**src/hw/rtl/hls_pkg.sv**
```systemverilog
// Shared constants and the hash_rank helper function for the HyperLogLog sketch.
// No dependencies; every other file refers to it by scoped names.
`default_nettype none
package hls_pkg;
    localparam int BUCKET_BITS = 4;
    localparam int NUM_BUCKETS = 1 << BUCKET_BITS;
    localparam int HASH_W      = 64;
    localparam int RANK_W      = 6;
    localparam int RANK_CAP    = HASH_W - BUCKET_BITS + 1;
    localparam int ALPHA_W     = 16;
    localparam int KIND_W      = 2;
    localparam int MBKT_W      = 4;
    localparam int EST_W       = 40;
    localparam int SUM_W       = HASH_W + BUCKET_BITS + 1;
    localparam int NUM_W       = ALPHA_W + 2 * BUCKET_BITS + 48;
    localparam int ZERO_W      = BUCKET_BITS + 1;
    localparam int EXP_W       = $clog2(BUCKET_BITS + 1);
    localparam int FRAC_W      = 30;
    localparam int LOG_W       = FRAC_W + EXP_W;
    localparam int CMP_W       = SUM_W + 3;

    localparam logic [ALPHA_W-1:0] ALPHA_RESET = 16'd44285;
    localparam logic [29:0]        LN2_Q30     = 30'd744261118;

    localparam logic [KIND_W-1:0] KIND_INSERT   = 2'd0;
    localparam logic [KIND_W-1:0] KIND_MERGE    = 2'd1;
    localparam logic [KIND_W-1:0] KIND_ESTIMATE = 2'd2;

    // Leading-zero count of the hash bits below the index, plus one.
    // An all-zero remainder gives exactly the cap.
    function automatic logic [RANK_W-1:0] hash_rank(input logic [HASH_W-1:0] h);
        logic [RANK_W-1:0] r;
        r = RANK_W'(RANK_CAP);
        for (int i = 0; i < HASH_W - BUCKET_BITS; i++) begin
            if (h[i]) begin
                r = RANK_W'(HASH_W - BUCKET_BITS - i);
            end
        end
        return r;
    endfunction
endpackage
`default_nettype wire

```
**src/hw/rtl/hls_if.sv**
```systemverilog
// Valid/ready channel interfaces for sketch items and estimate results.
// Depends on hls_pkg for field widths.
`default_nettype none
interface hls_item_if;
    logic                             valid;
    logic                             ready;
    logic [hls_pkg::KIND_W-1:0]       kind;
    logic [hls_pkg::HASH_W-1:0]       hash_value;
    logic [hls_pkg::MBKT_W-1:0]       merge_bucket;
    logic [hls_pkg::RANK_W-1:0]       merge_rank;
    modport source (output valid, kind, hash_value, merge_bucket, merge_rank, input ready);
    modport sink   (input valid, kind, hash_value, merge_bucket, merge_rank, output ready);
endinterface

interface hls_result_if;
    logic                        valid;
    logic                        ready;
    logic [hls_pkg::EST_W-1:0]   estimate;
    logic                        small_range_used;
    modport source (output valid, estimate, small_range_used, input ready);
    modport sink   (input valid, estimate, small_range_used, output ready);
endinterface
`default_nettype wire

```
**src/hw/rtl/hls_divider.sv**
```systemverilog
// Restoring divider, one quotient bit per cycle, for the raw estimate.
// Depends on hls_pkg for operand widths.
`default_nettype none
module hls_divider (
    input  wire logic                        i_clk,
    input  wire logic                        i_rst_n,
    input  wire logic                        i_start,
    input  wire logic [hls_pkg::NUM_W-1:0]   i_num,
    input  wire logic [hls_pkg::SUM_W-1:0]   i_den,
    output logic                             o_done,
    output logic [hls_pkg::NUM_W-1:0]        o_quot
);
    localparam int CNT_W = $clog2(hls_pkg::NUM_W + 1);

    logic                        r_busy;
    logic [CNT_W-1:0]            r_cnt;
    logic [hls_pkg::NUM_W-1:0]   r_num;
    logic [hls_pkg::NUM_W-1:0]   r_quot;
    logic [hls_pkg::SUM_W-1:0]   r_den;
    logic [hls_pkg::SUM_W-1:0]   r_rem;
    logic                        r_done;
    logic [hls_pkg::SUM_W:0]     trial;
    logic [hls_pkg::SUM_W:0]     diff;
    logic                        take;

    assign trial = {r_rem, r_num[hls_pkg::NUM_W-1]};
    assign diff  = trial - {1'b0, r_den};
    assign take  = (trial >= {1'b0, r_den});

    always_ff @(posedge i_clk) begin
        if (!i_rst_n) begin
            r_busy <= 1'b0;
            r_done <= 1'b0;
            r_cnt  <= '0;
        end else begin
            r_done <= 1'b0;
            if (i_start) begin
                r_busy <= 1'b1;
                r_cnt  <= CNT_W'(hls_pkg::NUM_W);
                r_num  <= i_num;
                r_den  <= i_den;
                r_rem  <= '0;
                r_quot <= '0;
            end else if (r_busy) begin
                r_num  <= r_num << 1;
                r_rem  <= take ? diff[hls_pkg::SUM_W-1:0] : trial[hls_pkg::SUM_W-1:0];
                r_quot <= {r_quot[hls_pkg::NUM_W-2:0], take};
                r_cnt  <= r_cnt - 1'b1;
                if (r_cnt == CNT_W'(1)) begin
                    r_busy <= 1'b0;
                    r_done <= 1'b1;
                end
            end
        end
    end

    assign o_done = r_done;
    assign o_quot = r_quot;
endmodule
`default_nettype wire

```
**src/hw/rtl/hyperloglog_sketch.sv**
```systemverilog
// HyperLogLog sketch top level: rank memory, update pipeline, estimator.
// Depends on hls_pkg, hls_if and hls_divider.
//
// Usage: items arrive on i_item. Insert (hash) and merge (bucket, rank)
// beats are taken one per cycle while the estimator is idle; each reads
// its rank entry from a 16-deep synchronous memory, takes the maximum in
// the following cycle and writes it back, with the previous write
// forwarded when both touch the same entry. They give no result. An
// estimate beat blocks the input while the estimator walks the memory,
// runs the bit-serial divider, squares the log mantissa and multiplies
// by ln2. The result beat leaves on o_result from an output register;
// while it waits, insert and merge beats keep flowing, and a further
// estimate is computed but held until the register frees. Reset empties
// the memory through per-entry valid flags at once and sets alpha to its
// default; i_cfg_we writes alpha and must be used only while the block
// is idle, which the block itself does not enforce.
`default_nettype none
module hyperloglog_sketch (
    input  wire logic                          i_clk,
    input  wire logic                          i_rst_n,
    input  wire logic                          i_cfg_we,
    input  wire logic [hls_pkg::ALPHA_W-1:0]   i_cfg_wdata,
    hls_item_if.sink                           i_item,
    hls_result_if.source                       o_result
);
    localparam int BB = hls_pkg::BUCKET_BITS;
    localparam int NB = hls_pkg::NUM_BUCKETS;
    localparam int RW = hls_pkg::RANK_W;

    typedef enum logic [2:0] {S_IDLE, S_WALK, S_DIV_GO, S_DIV, S_LOG, S_MUL, S_FIN} t_state;

    t_state                         r_state;
    logic [hls_pkg::ALPHA_W-1:0]    r_alpha;
    logic [RW-1:0]                  r_mem [NB];
    logic [NB-1:0]                  r_ent_vld;
    logic [RW-1:0]                  r_rd_data;
    logic                           r_rd_vld;
    logic [BB-1:0]                  rd_addr;

    logic                           r_s1_vld;
    logic [BB-1:0]                  r_s1_idx;
    logic [RW-1:0]                  r_s1_rank;
    logic                           r_fwd_vld;
    logic [BB-1:0]                  r_fwd_idx;
    logic [RW-1:0]                  r_fwd_rank;

    logic [BB:0]                    r_cnt;
    logic [hls_pkg::SUM_W-1:0]      r_sum;
    logic [hls_pkg::ZERO_W-1:0]     r_zeros;
    logic [hls_pkg::EXP_W-1:0]      r_k;
    logic [31:0]                    r_y;
    logic [hls_pkg::FRAC_W-1:0]     r_frac;
    logic [hls_pkg::LOG_W+29:0]     r_prod;
    logic                           r_small;
    logic [hls_pkg::EST_W-1:0]      r_raw;

    logic                           r_out_vld;
    logic [hls_pkg::EST_W-1:0]      r_out_est;
    logic                           r_out_small;

    logic                           accept;
    logic                           upd;
    logic [BB-1:0]                  in_idx;
    logic [RW-1:0]                  in_rank;
    logic [RW-1:0]                  cur_rank;
    logic [RW-1:0]                  new_rank;
    logic [RW-1:0]                  walk_rank;
    logic [hls_pkg::SUM_W-1:0]      term;
    logic [hls_pkg::NUM_W-1:0]      div_num;
    logic                           div_done;
    logic [hls_pkg::NUM_W-1:0]      quot;
    logic [hls_pkg::EST_W-1:0]      raw_sat;
    logic [hls_pkg::CMP_W-1:0]      cmp_lhs;
    logic [hls_pkg::CMP_W-1:0]      cmp_rhs;
    logic [hls_pkg::EXP_W-1:0]      k_calc;
    logic [63:0]                    sq;
    logic [31:0]                    y_sq;
    logic [hls_pkg::LOG_W-1:0]      ln_arg;
    logic [hls_pkg::EST_W-1:0]      small_est;

    assign accept = i_item.valid && i_item.ready;
    assign i_item.ready = (r_state == S_IDLE);
    assign upd = accept && (i_item.kind == hls_pkg::KIND_INSERT
                            || i_item.kind == hls_pkg::KIND_MERGE);

    always_comb begin
        if (i_item.kind == hls_pkg::KIND_INSERT) begin
            in_idx  = i_item.hash_value[hls_pkg::HASH_W-1 -: BB];
            in_rank = hls_pkg::hash_rank(i_item.hash_value);
        end else begin
            in_idx  = BB'(i_item.merge_bucket);
            in_rank = (i_item.merge_rank > RW'(hls_pkg::RANK_CAP))
                      ? RW'(hls_pkg::RANK_CAP) : i_item.merge_rank;
        end
    end

    assign rd_addr = (r_state == S_WALK) ? r_cnt[BB-1:0] : in_idx;

    // The previous cycle's write is not yet visible in the read data.
    assign cur_rank = (r_fwd_vld && r_fwd_idx == r_s1_idx) ? r_fwd_rank
                    : (r_rd_vld ? r_rd_data : '0);
    assign new_rank = (r_s1_rank > cur_rank) ? r_s1_rank : cur_rank;

    always_ff @(posedge i_clk) begin
        r_rd_data <= r_mem[rd_addr];
        if (r_s1_vld) begin
            r_mem[r_s1_idx] <= new_rank;
        end
    end

    assign walk_rank = r_rd_vld ? r_rd_data : '0;
    assign term = (walk_rank == '0) ? (hls_pkg::SUM_W'(1) << hls_pkg::HASH_W)
                : (hls_pkg::SUM_W'(1) << (7'(hls_pkg::HASH_W) - 7'(walk_rank)));

    assign div_num = hls_pkg::NUM_W'(r_alpha) << (2 * BB + 48);
    assign cmp_lhs = hls_pkg::CMP_W'(r_alpha) << (BB + 49);
    assign cmp_rhs = (hls_pkg::CMP_W'(r_sum) << 2) + hls_pkg::CMP_W'(r_sum);
    assign raw_sat = (quot > hls_pkg::NUM_W'({hls_pkg::EST_W{1'b1}}))
                   ? '1 : quot[hls_pkg::EST_W-1:0];

    always_comb begin
        k_calc = '0;
        for (int i = 1; i < hls_pkg::ZERO_W; i++) begin
            if (r_zeros[i]) begin
                k_calc = hls_pkg::EXP_W'(i);
            end
        end
    end

    assign sq        = r_y * r_y;
    assign y_sq      = sq[61:30];
    assign ln_arg    = (hls_pkg::LOG_W'(BB) << hls_pkg::FRAC_W) - {r_k, r_frac};
    assign small_est = hls_pkg::EST_W'(r_prod >> (60 - BB));

    hls_divider u_div (
        .i_clk   (i_clk),
        .i_rst_n (i_rst_n),
        .i_start (r_state == S_DIV_GO),
        .i_num   (div_num),
        .i_den   (r_sum),
        .o_done  (div_done),
        .o_quot  (quot)
    );

    always_ff @(posedge i_clk) begin
        if (!i_rst_n) begin
            r_state     <= S_IDLE;
            r_alpha     <= hls_pkg::ALPHA_RESET;
            r_ent_vld   <= '0;
            r_rd_vld    <= 1'b0;
            r_s1_vld    <= 1'b0;
            r_fwd_vld   <= 1'b0;
            r_out_vld   <= 1'b0;
            r_cnt       <= '0;
        end else begin
            if (i_cfg_we) begin
                r_alpha <= i_cfg_wdata;
            end
            r_rd_vld  <= r_ent_vld[rd_addr];
            r_s1_vld  <= upd;
            r_s1_idx  <= in_idx;
            r_s1_rank <= in_rank;
            r_fwd_vld <= r_s1_vld;
            r_fwd_idx <= r_s1_idx;
            r_fwd_rank <= new_rank;
            if (r_s1_vld) begin
                r_ent_vld[r_s1_idx] <= 1'b1;
            end
            if (o_result.valid && o_result.ready) begin
                r_out_vld <= 1'b0;
            end
            unique case (r_state)
                S_IDLE: begin
                    if (accept && i_item.kind == hls_pkg::KIND_ESTIMATE) begin
                        r_state <= S_WALK;
                        r_cnt   <= '0;
                        r_sum   <= '0;
                        r_zeros <= '0;
                    end
                end
                S_WALK: begin
                    // Read data is registered and arrives in the cycle after its address.
                    if (r_cnt != '0) begin
                        r_sum <= r_sum + term;
                        if (walk_rank == '0) begin
                            r_zeros <= r_zeros + 1'b1;
                        end
                    end
                    r_cnt <= r_cnt + 1'b1;
                    if (r_cnt == (BB+1)'(NB)) begin
                        r_state <= S_DIV_GO;
                    end
                end
                S_DIV_GO: begin
                    r_k     <= k_calc;
                    r_y     <= 32'(r_zeros) << (5'd30 - 5'(k_calc));
                    r_small <= (cmp_rhs >= cmp_lhs) && (r_zeros != '0);
                    r_state <= S_DIV;
                end
                S_DIV: begin
                    if (div_done) begin
                        r_state <= S_LOG;
                        r_cnt   <= '0;
                    end
                end
                S_LOG: begin
                    if (y_sq[31]) begin
                        r_y <= {1'b0, y_sq[31:1]};
                    end else begin
                        r_y <= y_sq;
                    end
                    r_frac <= {r_frac[hls_pkg::FRAC_W-2:0], y_sq[31]};
                    r_raw  <= raw_sat;
                    r_cnt  <= r_cnt + 1'b1;
                    if (r_cnt == (BB+1)'(hls_pkg::FRAC_W - 1)) begin
                        r_state <= S_MUL;
                    end
                end
                S_MUL: begin
                    r_prod  <= ln_arg * hls_pkg::LOG_W'(hls_pkg::LN2_Q30);
                    r_state <= S_FIN;
                end
                S_FIN: begin
                    if (!r_out_vld || o_result.ready) begin
                        r_out_vld   <= 1'b1;
                        r_out_est   <= r_small ? small_est : r_raw;
                        r_out_small <= r_small;
                        r_state     <= S_IDLE;
                    end
                end
                default: r_state <= S_IDLE;
            endcase
        end
    end

    assign o_result.valid            = r_out_vld;
    assign o_result.estimate         = r_out_est;
    assign o_result.small_range_used = r_out_small;
endmodule
`default_nettype wire

```
**src/flat_wrapper.sv**
```systemverilog
// flat-port wrapper written by rule: the top's interface ports become plain ports
module hyperloglog_sketch_flat 
  (i_clk, i_rst_n, i_cfg_we, i_cfg_wdata, i_item_valid, i_item_kind, i_item_hash_value, i_item_merge_bucket, i_item_merge_rank, i_item_ready, o_result_valid, o_result_estimate, o_result_small_range_used, o_result_ready);
  hls_item_if i_item_i ();
  hls_result_if o_result_i ();
  input  wire logic i_clk;
  input  wire logic i_rst_n;
  input  wire logic i_cfg_we;
  input  wire logic [hls_pkg::ALPHA_W-1:0] i_cfg_wdata;
  input wire logic [$bits(i_item_i.valid)-1:0] i_item_valid;
  input wire logic [$bits(i_item_i.kind)-1:0] i_item_kind;
  input wire logic [$bits(i_item_i.hash_value)-1:0] i_item_hash_value;
  input wire logic [$bits(i_item_i.merge_bucket)-1:0] i_item_merge_bucket;
  input wire logic [$bits(i_item_i.merge_rank)-1:0] i_item_merge_rank;
  output wire logic [$bits(i_item_i.ready)-1:0] i_item_ready;
  output wire logic [$bits(o_result_i.valid)-1:0] o_result_valid;
  output wire logic [$bits(o_result_i.estimate)-1:0] o_result_estimate;
  output wire logic [$bits(o_result_i.small_range_used)-1:0] o_result_small_range_used;
  input wire logic [$bits(o_result_i.ready)-1:0] o_result_ready;
  assign i_item_i.valid = i_item_valid;
  assign i_item_i.kind = i_item_kind;
  assign i_item_i.hash_value = i_item_hash_value;
  assign i_item_i.merge_bucket = i_item_merge_bucket;
  assign i_item_i.merge_rank = i_item_merge_rank;
  assign i_item_ready = i_item_i.ready;
  assign o_result_valid = o_result_i.valid;
  assign o_result_estimate = o_result_i.estimate;
  assign o_result_small_range_used = o_result_i.small_range_used;
  assign o_result_i.ready = o_result_ready;
  hyperloglog_sketch u_core (.i_clk(i_clk), .i_rst_n(i_rst_n), .i_cfg_we(i_cfg_we), .i_cfg_wdata(i_cfg_wdata), .i_item(i_item_i), .o_result(o_result_i));
endmodule
```
**config.mk**
```make
export PLATFORM = sky130hd
export DESIGN_NAME = hyperloglog_sketch_flat
export DESIGN_NICKNAME = d
export VERILOG_FILES = /design/src/hw/rtl/hls_pkg.sv /design/src/hw/rtl/hls_if.sv /design/src/hw/rtl/hls_divider.sv /design/src/hw/rtl/hyperloglog_sketch.sv /design/src/flat_wrapper.sv
export SDC_FILE = /design/constraint.sdc
export NUM_CORES = 2
export LEC_CHECK = 0
export BUFFER_PORTS_ARGS = -buffer_cell sky130_fd_sc_hd__buf_4
export CORE_ASPECT_RATIO = 2
export CORE_MARGIN = 5
export CORE_UTILIZATION = 38
export CTS_CLUSTER_SIZE = 25
export DETAILED_ROUTE_END_ITERATION = 12
export PLACE_DENSITY_LB_ADDON = 0.12
export REMOVE_ABC_BUFFERS = 1
export SLEW_MARGIN = 20
export SYNTH_ARGS = -nofsm -noshare
export SYNTH_HDL_FRONTEND = slang
export SYNTH_HIERARCHICAL = 1
export SYNTH_SLANG_ARGS = --single-unit
```
**constraint.sdc**
```tcl
create_clock -name i_clk -period 10.67 [get_ports i_clk]
set_clock_uncertainty 0.15 [all_clocks]
set_input_delay 0 -clock i_clk [delete_from_list [all_inputs] [get_ports i_clk]]
set_output_delay 0 -clock i_clk [all_outputs]
set_load 0.05 [all_outputs]
```
# Word level (Yosys, flattened, before mapping)
# Memory sizes are Yosys's and may differ from the RTL's. A register that Yosys moved wholly into a read port is not among the register bits.
# Cells that the tools add are included.
[totals] regBits=637 mem_bits_rw=96 inputBits=97 output_inout_bits=43 n_memories=1
[memory_table] memory="u_core.r_mem" depth=16 word_bits=6 read_ports=1 rd_clocked_by_memory_dff=1 write_ports=1 line_no="hyperloglog_sketch.sv:34" source="logic [RW-1:0] r_mem [NB];"
[op_classes] addsub=9 mul=2 n_lt_le_gt_ge=8 eq_ne=19 shift=2 muxes=110 n_bitwise=3 n_reduce_logical=32
[ops] op="$mux 6" n=64
[ops] op="$mux 69" n=5
[ops] op="$mux 72" n=3
[ops] op="$pmux 69 s2" n=1
[ops] op="$add 71x69->72" n=1
[ops] op="$ge 72x69->1" n=1
[ops] op="$gt 72x40->1 const B" n=1
[ops] op="$ge 70x69->1" n=1
[ops] op="$add 69x69->69" n=1
[ops] op="$shl 1x7->69 const A" n=1
[ops] op="$sub 69x69->69" n=1
[ops] op="$pmux 32 s2" n=1
[ops] op="$mul 32x32->62" n=1
[ops] op="$mul 33x29->62 const B" n=1
[ops] op="$sub 33x33->33 const A" n=1
[ops] op="$shl 5x5->32" n=1
[ops] op="$mux 31" n=1
[ops] op="$mux 7" n=3
[ops] op="$pmux 3 s7" n=1
[ops] op="$mux 5" n=4
[ops] op="$mux 3" n=6
[ops] op="$or 16x16->16" n=1
[ops] op="$pmux 5 s3" n=1
[ops] op="$mux 1" n=13
[ops] op="39 further kinds" n=70

# Logic depth before layout (Yosys ltp)
[logic_depth] ltp_word=61 mapped_depth=37 mapped_depth_nobuf=36

# Hierarchy
# The synthesis kept the hierarchy.
[by_module_without_submodules] module="hyperloglog_sketch" n_inst=1 cells_per_inst=6803 area_per_inst_um2=67437.2
[by_module_without_submodules] module="hls_divider" n_inst=1 cells_per_inst=1437 area_per_inst_um2=15885.2

# Worst setup path after synthesis
# No wires, ideal clock.
[synth_timing] path_type="register to register" from="reg u_core/r_frac[0] (netlist name)" to="reg u_core/r_prod[62] (netlist name) (data pin)" setup_ns=0.260 t_arrival_ns=9.435 setup_slack_ns=0.825 stages_incl_launch_ff=35 period_less_slack_ns=9.845 cell_sequence="edfxtp_1 > clkbuf_1 > nor4_1 > nand2_1 > nor4_1 > nand3_1 > or3_1 > or2_2 > nor2_1 > xnor2_1 > inv_1 > fa_1 > fa_1 > fa_1 > fa_1 > fa_1 > fa_1 > inv_1 > fa_1 > inv_1 > fa_1 > inv_1 > ha_1 > a21o_1 > a21o_1 > a21oi_1 > o21ai_0 > a21oi_1 > nor3_1 > a2111oi_0 > o21ai_0 > a2111oi_0 > o21bai_1 > a21oi_1 > xnor2_1"
[synth_between] elab_chain_len=2
[synth_lines] element="start, declared" line_no="hyperloglog_sketch.sv:52" source="logic [hls_pkg::FRAC_W-1:0] r_frac;"
[synth_lines] element="start signal, assigned" line_no="hyperloglog_sketch.sv:212" source="r_frac <= {r_frac[hls_pkg::FRAC_W-2:0], y_sq[31]};"
[synth_lines] element="$sub 33x33->33" line_no="hyperloglog_sketch.sv:132" source="assign ln_arg = (hls_pkg::LOG_W'(BB) << hls_pkg::FRAC_W) - {r_k, r_frac};"
[synth_lines] element="$mul 33x29->62" line_no="hyperloglog_sketch.sv:220" source="r_prod <= ln_arg * hls_pkg::LOG_W'(hls_pkg::LN2_Q30);"
[synth_lines] element="end signal, assigned" line_no="hyperloglog_sketch.sv:220"
[synth_lines] element="end, declared" line_no="hyperloglog_sketch.sv:53" source="logic [hls_pkg::LOG_W+29:0] r_prod;"
# Every way passes these cells.
# A chain may end at the register's enable or synchronous reset.

# Worst setup path after layout
[layout_timing] from="reg u_core/r_frac[1] (netlist name)" to="reg u_core/r_prod[62] (netlist name) (data pin)"
# The elaborated chain is that of the path after synthesis.

==> impl_metrics.json <==
{
  "status": "complete, no violations",
  "wl_per_cell_microns": 23.4,
  "finalSetupViolCount": 0,
  "final_cell_area_sq_mm": 0.0919,
  "hpwl_microns": 219000,
  "synth_top_family_by_area": "adder cells",
  "synth_compound_area_frac": 0.0938,
  "worst_slew_pin_slew_ns": 1.12,
  "synthMuxAreaShare": 0.0249,
  "gr-total-overflow": 0,
  "start_util": 0.381,
  "clock_latency_ns": 0.70,
  "vias": 59300,
  "ys_seq_elements": 685,
  "cts_inserted_buffers": 74,
  "r2r-start": "u_core/r_frac[1]",
  "hp-class": "in -> reg",
  "end_kind": "flop",
  "synth_top_flop_cell": "edfxtp_1",
  "final_max_slew_viol_count": 0,
  "grt_pass1_wl_microns": 402000,
  "clk_path_buf_depth": 3,
  "port-buffer-count": 139,
  "nFillCells": 21300,
  "relSlewSlack": 0.256,
  "grt_max_degree": 133,
  "hold_violations": 0,
  "rsz0062_at_grt": "yes",
  "holdCritStartpoint": "i_cfg_we",
  "ys_warn_count": 6,
  "ios": 140,
  "avgSynthCellArea_sq_um": 10.1,
  "nets": 10600,
  "cp_max_fo": 7,
  "mappedNetlistArea_sq_mm": 0.0833,
  "fp.dieW_microns": 341,
  "arrival_ns": 10.38,
  "grt_usage": 0.233,
  "cts_root_buffer": "clkbuf_16",
  "drt_wl_total_microns": 266000,
  "postCtsSetupBuffers": 0,
  "maxClockFrequency_mhz": 98.8,
  "synth_cell_types": 115,
  "drt_iter0_markers": 2602,
  "clk_pin_slew_ns": 0.07,
  "tritoncts": "yes",
  "layout_common_cells": "inv_1, fa_1, ha_1, edfxtp_1, nand2_1",
  "seq_area_frac_synth": 0.240,
  "num_rows": 243,
  "cpMostUsedCell": "fa_1",
  "synthXorXnorAreaFrac": 0.0262,
  "critical_path.max_stage_delay_ns": 0.65,
  "synth-simple-area-share": 0.117,
  "critical-path-slowest-cell": "fa_1",
  "synthToLayoutAreaGrowth_pct": 10.3,
  "clock_sinks": 685,
  "synth_adder_area_share": 0.410,
  "synth-async-reset-ratio": 0,
  "die_y_microns": 672,
  "drive_above_1_share": 0.0745,
  "multiInputGateArea_sq_mm": 0.0563,
  "dieArea_sq_mm": 0.229,
  "timing.final.crit_share": 0.948,
  "synth_cells": 8240,
  "drt-pass1-iter-count": 6,
  "startpoint": "u_core/r_frac[1]",
  "antenna_found_initial": 6,
  "drc_errors": 0,
  "core_area_sq_mm": 0.219,
  "grt_pass1_vias": 67200,
  "final_common_cell": "inv_1",
  "dpl_cell_area_sq_mm": 0.0884,
  "required_ns": 10.93,
  "synth-edff-count": 626,
  "gp_congestion": 0.939,
  "maxCapViolCount": 0,
  "crit_path_start_kind": "flop",
  "vias_per_cell": 5.20,
  "antenna_left": 0,
  "htreeDepth": 3,
  "regArea_sq_mm": 0.0200,
  "critPathKind": "reg -> reg",
  "period_needed_ns": 10.12
}
-- through the flow --
stage          std cells   util  setup TNS [ns]  setup WS (ns)  hold WS [ns]
2_1_floorplan       8055      -               0          0.291       -0.0881
3_3_place_gp       11200  0.404          -0.333         -0.233        0.0443
3_5_place_dp       11200  0.404          -0.263         -0.198        0.0524
4_1_cts            11400  0.420               0         0.0858        0.0573
5_1_grt            11400  0.420         -0.0278        -0.0278         0.141
6_report           11400  0.420               0          0.550         0.128
-- layer usage --
metal	wire, microns	track usage	vias up
li1	-	-	27400
met1	86200	0.219	30000
met2	151000	0.469	1217
met3	6880	0.0198	637
met4	22200	0.154	4
met5	32	0	-
-- critical path, delay by kind of cell, from the launching register on --
| kind | cells | cell delay (ns) |
|---|---|---|
| flops | 1 | 0.46 |
| fa+ha+maj | 10 | 4.60 |
| xor+xnor | 2 | 0.45 |
| compound gates | 10 | 2.00 |
| simple gates | 7 | 1.46 |
| buf+inv | 6 | 0.70 |
-- cell families (layout without fill, tap and decap cells) --
group / after synthesis / in the layout
AOI/OAI and AO/OA: 1175 / 1175
adders and majority gates: 2018 / 2018
DFF: 685 / 685
other: 1 / 61
muxes: 161 / 161
xor gates and xnor gates: 249 / 249
and+or+nand+nor: 1996 / 1996
buffers and inverters: 1955 / 2232
-- repair_timing --
item / 4_1_cts / 5_1_grt
hold endpoints to repair: 80 / 0
resized for setup: 2 / 14
setup endpoints to repair: 2 / 7
hold buffers: 97 / 0
-- final cells by class --
| class | instances | share of cell area |
|---|---|---|
| multi-input cells | 5659 | 0.613 |
| flip-flops and latches | 685 | 0.217 |
| clock buffers | 86 | 0.0211 |
| inverters | 1711 | 0.0699 |
| well taps | 2817 | 0.0384 |
| clock inverters | 52 | 0.00580 |
| diodes | 1 | 0.0000272 |
| repair buffers | 383 | 0.0343 |
-- worst paths after layout --
path | to | slack, ns | cells after the start
max | u_core/r_prod[62] | 0.55 | 35
min | u_core/r_alpha[15] | 0.13 | 3
max reg2reg | u_core/r_prod[62] | 0.55 | 35
min reg2reg | u_core/r_ent_vld[8] | 0.31 | 1
-- state kept, by name (all words and copies together), names as in the netlist, 3 cells and up --
name and flops:
u_core/r_mem 96, u_core/u_div/o_quot 72, u_core/u_div/r_num 72, u_core/r_sum 69, u_core/u_div/r_den 69, u_core/u_div/r_rem 69
u_core/o_result.estimate 40, u_core/r_raw 40, u_core/r_y 32, u_core/r_frac 30, u_core/r_alpha 16, u_core/r_ent_vld 16
u_core/r_prod 7, u_core/u_div/r_cnt 7, u_core/r_fwd_rank 6, u_core/r_rd_data 6, u_core/r_s1_rank 6, u_core/r_cnt 5
u_core/r_zeros 5, u_core/r_fwd_idx 4, u_core/r_s1_idx 4, u_core/r_k 3, u_core/r_state 3
-- cells in the mapped netlist, types with 11 or more instances --
library cell     n  area share
mux2_2          92       0.012
nor3_1         111      0.0067
o31ai_1         16      0.0014
and3_1          36      0.0027
nor2_1         460       0.021
a31oi_1         29      0.0022
o31a_1          12      0.0013
nor4_1          40      0.0030
o21bai_1        53      0.0048
mux4_2          28      0.0076
o21a_1          60      0.0054
buf_1           11     0.00050
a211o_1         20      0.0021
a2111oi_0       15      0.0016
or2_2           26      0.0020
nand4_1         61      0.0046
a21oi_1        376       0.023
o211ai_1        39      0.0035
a21o_1         155       0.014
a211oi_1        59      0.0053
and2_1         224       0.017
dfxtp_1         59       0.014
buf_2           20      0.0012
nand3_1         85      0.0051
nand3b_1        12      0.0011
mux2i_1         41      0.0049
ha_1           835        0.13
xnor2_1        132       0.014
or3_1           65      0.0049
nand2b_1        45      0.0034
fa_1          1183        0.28
xor2_1         117       0.012
o2111ai_1       17      0.0018
a21boi_0        11     0.00099
inv_1         1703       0.077
edfxtp_1       626        0.23
nor2b_1        160       0.012
clkbuf_1       203      0.0091
nand2_1        616       0.028
o21ai_0        175       0.011
Power is not shown: default switching activity piles up to over one toggle a cycle in this logic, so the estimate is an artifact.
